`src/rtl/core/sbsr_pkg.sv`:
```
// Shared types, constants and helpers for the six-axis bias/smooth/rotate block.
package sbsr_pkg;

    localparam int COUNT_BITS = 16;
    localparam int SUM_W      = 32 + COUNT_BITS;
    localparam int TGT_W      = (COUNT_BITS > 16) ? COUNT_BITS : 16;
    localparam int AXES       = 6;
    localparam int AXIS_W     = 3;
    localparam int MUL_A_W    = 20;
    localparam int MUL_B_W    = 33;
    localparam int PROD_W     = MUL_A_W + MUL_B_W;
    localparam int ACC_W      = 56;
    localparam int V_W        = 33;
    localparam int ROT_W      = 36;
    localparam int CFG_IDX_W  = 3;

    typedef enum logic [1:0] {
        OP_SAMPLE  = 2'd0,
        OP_CAPTURE = 2'd1,
        OP_FLAG    = 2'd2,
        OP_NONE    = 2'd3
    } op_t;

    localparam logic [CFG_IDX_W-1:0] REG_ALPHA  = 3'd0;
    localparam logic [CFG_IDX_W-1:0] REG_COS    = 3'd1;
    localparam logic [CFG_IDX_W-1:0] REG_SIN    = 3'd2;
    localparam logic [CFG_IDX_W-1:0] REG_GAIN_X = 3'd3;
    localparam logic [CFG_IDX_W-1:0] REG_GAIN_Y = 3'd4;
    localparam logic [CFG_IDX_W-1:0] REG_GAIN_Z = 3'd5;
    localparam logic [CFG_IDX_W-1:0] REG_POINTS = 3'd6;

    typedef struct packed {
        logic [15:0] alpha;
        logic [15:0] cos_v;
        logic [15:0] sin_v;
        logic [31:0] gain_x;
        logic [31:0] gain_y;
        logic [31:0] gain_z;
        logic [15:0] points;
    } cfg_t;

    typedef struct packed {
        op_t                   op;
        logic                  flag;
        logic [AXES-1:0][31:0] x;
    } cmd_t;

    typedef struct packed {
        logic busy;
        logic in_div;
        logic div_busy;
    } back_sts_t;

    function automatic logic [31:0] sat32(input logic signed [ACC_W-1:0] v);
        logic signed [ACC_W-1:0] hi_lim;
        logic signed [ACC_W-1:0] lo_lim;
        hi_lim = $signed({{(ACC_W-31){1'b0}}, {31{1'b1}}});
        lo_lim = $signed({{(ACC_W-31){1'b1}}, {31{1'b0}}});
        if (v > hi_lim)
            return 32'h7fff_ffff;
        else if (v < lo_lim)
            return 32'h8000_0000;
        else
            return v[31:0];
    endfunction

endpackage

```
`src/rtl/core/sbsr_front.sv`:
```
// Front end: accepts items, drops unused codes, two-entry queue toward the back end.
module sbsr_front (
    input  logic          clk,
    input  logic          rst_n,
    input  logic          push,
    output logic          full,
    input  sbsr_pkg::cmd_t cmd_in,
    output logic          q_valid,
    output sbsr_pkg::cmd_t q_data,
    input  logic          q_take
);
    import sbsr_pkg::*;

    cmd_t       slot_reg [2];
    logic       wr_ptr_reg;
    logic       rd_ptr_reg;
    logic [1:0] cnt_reg;
    logic       keep;
    logic       take;

    assign full    = (cnt_reg == 2'd2);
    assign q_valid = (cnt_reg != 2'd0);
    assign q_data  = slot_reg[rd_ptr_reg];
    // unused code is taken off the port and dropped here
    assign keep    = push && !full && (cmd_in.op != OP_NONE);
    assign take    = q_take && q_valid;

    always_ff @(posedge clk or negedge rst_n)
    begin
        if (!rst_n)
        begin
            wr_ptr_reg <= 1'b0;
            rd_ptr_reg <= 1'b0;
            cnt_reg    <= 2'd0;
        end
        else
        begin
            if (keep)
                wr_ptr_reg <= ~wr_ptr_reg;
            if (take)
                rd_ptr_reg <= ~rd_ptr_reg;
            if (keep && !take)
                cnt_reg <= cnt_reg + 2'd1;
            else if (take && !keep)
                cnt_reg <= cnt_reg - 2'd1;
        end
    end

    always_ff @(posedge clk)
    begin
        if (keep)
            slot_reg[wr_ptr_reg] <= cmd_in;
    end

endmodule

```
`config.mk`:
```
export PLATFORM = sky130hd
export DESIGN_NAME = sbsr_front
export DESIGN_NICKNAME = d
export VERILOG_FILES = /design/src/rtl/core/sbsr_pkg.sv /design/src/rtl/core/sbsr_front.sv
export SDC_FILE = /design/constraint.sdc
export NUM_CORES = 1
export LEC_CHECK = 0
export CAP_MARGIN = 0
export CORE_UTILIZATION = 30
export DETAILED_ROUTE_END_ITERATION = 16
export DONT_BUFFER_PORTS = 1
export PLACE_DENSITY = 0.55
export SYNTH_ARGS = -nofsm -noshare
export SYNTH_HDL_FRONTEND = slang
export SYNTH_SLANG_ARGS = --single-unit
```
`constraint.sdc`:
```
create_clock -name clk -period 11 [get_ports clk]
set_input_delay 1.1 -clock clk [delete_from_list [all_inputs] [get_ports clk]]
set_output_delay 1.1 -clock clk [all_outputs]
set_load 0.05 [all_outputs]
```
==> flow_summary.yaml, run 1 <==
final_layout:
  design_area_mm2: 0.0169
  drive_above_1_share: 0.391
  largest_reg_flops: 390
  syn_to_final_growth_pct: 13.6
  num-nets-final: 859
  n_antenna_cell: 0
worst_setup_path:
  critPathKind: "flip-flop to output port"
  r2r_slack_ns: 7.01
  cp-start-kind: "flip-flop"
  rr_worst_depth: 5
  critPathRequiredTime_ns: 9.90
  worst_setup_path_end_kind: "output port"
  r2r_end: "slot_reg[1][131]$_DFFE_PP_"
  critPathMaxFanout: 58
  arrival_ns: 3.78
  r2r_start: "cnt_reg[1]$_DFFE_PN0P_"
yosys:
  ys_ff_latch: 394
  synth_cell_types: 15
  synth_mux_area_frac: 0.183
  mappedNetlistNets: 827
  synth_top_family_by_area: "multiplexers"
  yosysSeqAreaShare: 0.795
  syn_area_mm2: 0.0149
  syn_inst: 627
  synthAdderAreaFrac: 0.000842
  syn_area_per_cell_um2: 23.7
  synth_compound_area_frac: 0
  synth-simple-area-share: 0.00261
  synth_warnings: 0
  synth_xor_xnor_area_share: 0.00295
place:
  postPlaceCellArea_mm2: 0.0156
  gp_congestion: 0.791
  dpl.hpwl_um: 19100
  port_buffers: 0
detailed_routing:
  first_pass_iters: 4
  drt-wirelength-per-cell_um: 21.1
  ant_nets: 0
  dr.first_iter.drc_count: 283
  num_vias: 5819
  viasPerCell: 4.29
  wirelength_um: 28500
  drc: 0
timing:
  skew_ns: 0.0106
  finalSetupViolCount: 0
  min_period_ns: 4.88
  slew_headroom: 0.262
  rsz0062_at_grt: "no"
  tightest_slew_ns: 1.10
  timing.fmax_ghz: 0.205
  fin_hold_ws_ns: 0.248
  hold_viol_final: 0
  post-route-period-util: 0.444
  finalMaxSlewViolations: 0
  fin_tns_setup_ns: 0
clock_network:
  clk_latency_ns: 0.54
  cts-root-buf: "clkbuf_16"
  cts_resized: 0
  cts_buffers: 43
  post-cts-setup-buffers: 0
  cts_hold_buffers: 0
  cts_buffer_depth: 3
  tritoncts: "yes"
  htreeDepth: 2
  clkTransAtPathRegs_ns: 0.06
  cts_sinks: 394
global_routing:
  antenna_found_initial: 1
  grt_max_degree: 70
  grt_usage: 0.108
  grt_pass1_vias: 6158
  grt_pass1_wl_um: 39800
  grt_overflow_total: 0
power_and_ir_drop:
  p_leak_nw: 5.74
  peakVddDrop_mv: 0.153
  cellPowerDensity_mw_per_mm2: 323
  power.total_mw: 5.45
outcome:
  status: "complete, no violations"
die:
  die_y_um: 225
  fp.dieW_um: 225
  fp.dieArea_mm2: 0.0504
  rows: 81
  core_mm2: 0.0488
  start_util: 0.304
  ios: 396
job:
  cap_violations: 0
worst_hold_path:
  hp-class: "input pin to async pin"
[cell usage in the layout (no fill, tap or decap)]
master	count
dfrtp_1	3
clkbuf_16	45
inv_1	2
nand2_1	2
nor2_4	2
nor2_1	1
edfxtp_1	390
nand3b_1	1
clkinv_2	9
ha_1	1
clkbuf_1	10
clkinv_4	1
clkinv_1	5
mux2_4	140
dfrtp_4	1
clkinvlp_4	4
or2_2	1
mux2_2	55
nor2b_1	1
bufinv_16	1
xnor2_1	3
buf_4	9
inv_6	2
xor2_1	2
[critical path: stages, from the launching register on]
cell and delay [ns]:
dfrtp_4 1.00, buf_4 0.86, buf_4 0.73, mux2_2 0.54
[Yosys cell counts, drive strengths merged]
master	n	area [um2]
inv	2	7.51
dfrtp	4	100
buf	22	216
xor2	2	17.5
or2	1	6.26
ha	1	12.5
mux2	195	2720
nor2	3	11.3
nor2b	1	6.26
nand3b	1	7.51
xnor2	3	26.3
nand2	2	7.51
edfxtp	390	11700
[power breakdown]
group	leakage, nW	internal, mW	switching [mW]
Sequential	3.64	1.97	0.112
Combinational	1.46	0.528	1.52
Clock	0.637	0.773	0.554
Total	5.74	3.27	2.18
[layer usage]
metal | vias up | wire length [um] | global-route usage
met3 | 56 | 3510 | 0.0606
met1 | 2956 | 9420 | 0.105
met2 | 242 | 14600 | 0.183
li1 | 2563 | - | -
met4 | 2 | 998 | 0.0551
met5 | - | 10 | 0
[cells by family (layout without fill, tap and decap cells)]
kind of cell | after synthesis | in the layout
XOR/XNOR | 5 | 5
adder cells (fa/ha/maj) | 1 | 1
buffers and inverters | 24 | 88
flip-flops | 394 | 394
multiplexers | 195 | 195
AND/OR/NAND/NOR | 8 | 8
[worst max path at each step]
stage	depth (start not counted)	from	end	slack (ns)
finish	3	rd_ptr_reg$_DFFE_PN0P_	q_data[182]	6.12
global route	3	rd_ptr_reg$_DFFE_PN0P_	q_data[182]	5.84
CTS	3	rd_ptr_reg$_DFFE_PN0P_	q_data[182]	5.93
detailed placement	3	rd_ptr_reg$_DFFE_PN0P_	q_data[182]	6.55
global placement	3	rd_ptr_reg$_DFFE_PN0P_	q_data[182]	6.60
floorplan	3	cmd_in[193]	slot_reg[0][0]$_DFFE_PP_	0.85
[final cells by class]
type | count | area, um2
fill | 4611 | 32000
sequential | 394 | 11800
multi-input combinational | 209 | 2830
clock buffer | 55 | 1160
tap | 664 | 831
clock inverter | 22 | 150
timing repair buffer | 9 | 67.6
inverter | 2 | 7.51
[stage by stage]
step,std cells,setup slack (ns),utilization
floorplan,627,0.847,-
global placement,1278,6.60,0.318
detailed placement,1278,6.55,0.318
CTS,1355,5.93,0.345
global route,1355,5.84,0.345
finish,1355,6.12,0.345
Power figures use the tool's default switching activity.
==> run 2: changes to the inputs <==
clock period = 4.6 ns   (was 11 ns; I/O delays follow)
==> flow_summary.yaml, run 2 (synthesized netlist as in run 1, its figures left out) <==
outcome:
  status: "complete, no violations"
detailed_routing:
  viasPerCell: 4.23
  first_pass_iters: 4
  highest_layer: "met4"
  m1WireLength_um: 11100
  wl_met3_um: 2150
  ant_nets: 0
  drc: 0
  drt-wirelength-per-cell_um: 19.3
  num_vias: 6546
  wl_met2_um: 15800
  dr.first_iter.drc_count: 238
  wirelength_um: 29800
global_routing:
  grt_usage: 0.113
  grt_overflow_total: 0
  grt_pass1_vias: 6806
  grt_max_degree: 125
  antenna_found_initial: 1
  grt_pass1_wl_um: 42400
timing:
  fin_tns_setup_ns: 0
  skew_ns: 0.0115
  tightest_slew_ns: 1.03
  min_period_ns: 2.76
  slew_headroom: 0.311
  rsz0062_at_grt: "no"
  post-route-period-util: 0.599
  fin_hold_ws_ns: 0.181
  finalSetupViolCount: 0
  hold_viol_final: 0
  finalMaxSlewViolations: 0
  timing.fmax_ghz: 0.363
die:
  start_util: 0.304
  ios: 396
  rows: 81
  fp.dieArea_mm2: 0.0504
  die_y_um: 225
  fp.dieW_um: 225
  core_mm2: 0.0488
worst_setup_path:
  r2r_slack_ns: 2.02
  worst_setup_path_end_kind: "output port"
  arrival_ns: 2.30
  critPathRequiredTime_ns: 4.14
  critPathKind: "flip-flop to output port"
  cp-start-kind: "flip-flop"
  critPathMaxFanout: 61
place:
  gp_congestion: 0.697
  port_buffers: 0
  postPlaceCellArea_mm2: 0.0156
  dpl.hpwl_um: 18900
final_layout:
  fillCellCount: 4424
  final_util: 0.387
  multiInputGateArea_mm2: 0.00283
  final_cell_mix: "390 x edfxtp_1, 196 x dlygate4sd3_1, 140 x mux2_4, 55 x mux2_2, 43 x clkbuf_16"
  syn_to_final_growth_pct: 27.4
  num-nets-final: 1054
  largest_reg_flops: 390
  drive_above_1_share: 0.301
  design_area_mm2: 0.0189
  layout.area.seq_mm2: 0.0118
  final_common_cell: "edfxtp_1"
clock_network:
  cts_buffers: 43
  cts_buffer_depth: 3
  cts-root-buf: "clkbuf_16"
  cts_resized: 0
  cts_sinks: 394
  clkTransAtPathRegs_ns: 0.05
  clk_latency_ns: 0.55
  htreeDepth: 2
  tritoncts: "yes"
  cts_hold_buffers: 196
  post-cts-setup-buffers: 0
worst_hold_path:
  hp-class: "input pin to async pin"
power_and_ir_drop:
  cellPowerDensity_mw_per_mm2: 706
  peakVddDrop_mv: 0.411
  p_leak_nw: 6.58
job:
  cap_violations: 0
## run 2: cell count changes in the layout (fill, tap and decap cells not counted), moves of 3 or more
cell,previous run,this run
clkinv_2,9,5
clkbuf_1,10,7
dlygate4sd3_1,0,196
inv_6,2,5
buf_4,9,0
clkinv_1,5,9
buf_12,0,8
## run 2: final timing paths
path | from | cells after the start | end
setup / recovery | rd_ptr_reg$_DFFE_PN0P_ | 2 | q_data[185]
hold reg to reg | cnt_reg[1]$_DFFE_PN0P_ | 1 | cnt_reg[1]$_DFFE_PN0P_
min in group clk | q_take | 2 | rd_ptr_reg$_DFFE_PN0P_
max in group asynchronous | rst_n | 1 | rd_ptr_reg$_DFFE_PN0P_
hold / removal | rst_n | 1 | cnt_reg[0]$_DFFE_PN0P_
setup reg to reg | cnt_reg[1]$_DFFE_PN0P_ | 4 | slot_reg[1][122]$_DFFE_PP_
## run 2: power breakdown
part / leakage, nW / switching, mW / internal [mW]
Sequential: 3.64 / 0.199 / 4.70
Clock: 0.637 / 1.36 / 1.89
Combinational: 2.31 / 3.80 / 1.42
Total: 6.58 / 5.36 / 8.01
## run 2: worst max-delay path, cell delays in order, from the launching register on
cell	delay, ns
dfrtp_4	0.74
buf_12	0.44
mux2_2	0.53
## run 2: through the flow
step / total power, mW / setup slack [ns] / cells
2_1_floorplan: 9.66 / -1.97 / 627
3_3_place_gp: 10.1 / 2.03 / 1277
3_5_place_dp: 10.1 / 1.98 / 1277
4_1_cts: 13.6 / 1.75 / 1548
5_1_grt: 13.8 / 1.75 / 1549
6_report: 13.4 / 1.84 / 1549
## run 2: cell type report
type                       instances  share of cell area
multi-input combinational        209               0.150
clock inverter                    25              0.0114
clock buffer                      50              0.0582
antenna                            1            0.000132
timing repair buffer             204               0.112
inverter                           2            0.000397
tap                              664              0.0439
sequential                       394               0.624
## run 2: layer usage
layer  vias up  track usage
met3        50       0.0380
met4         0       0.0478
met5         -            0
met2       217        0.201
li1       2952            -
met1      3327        0.122
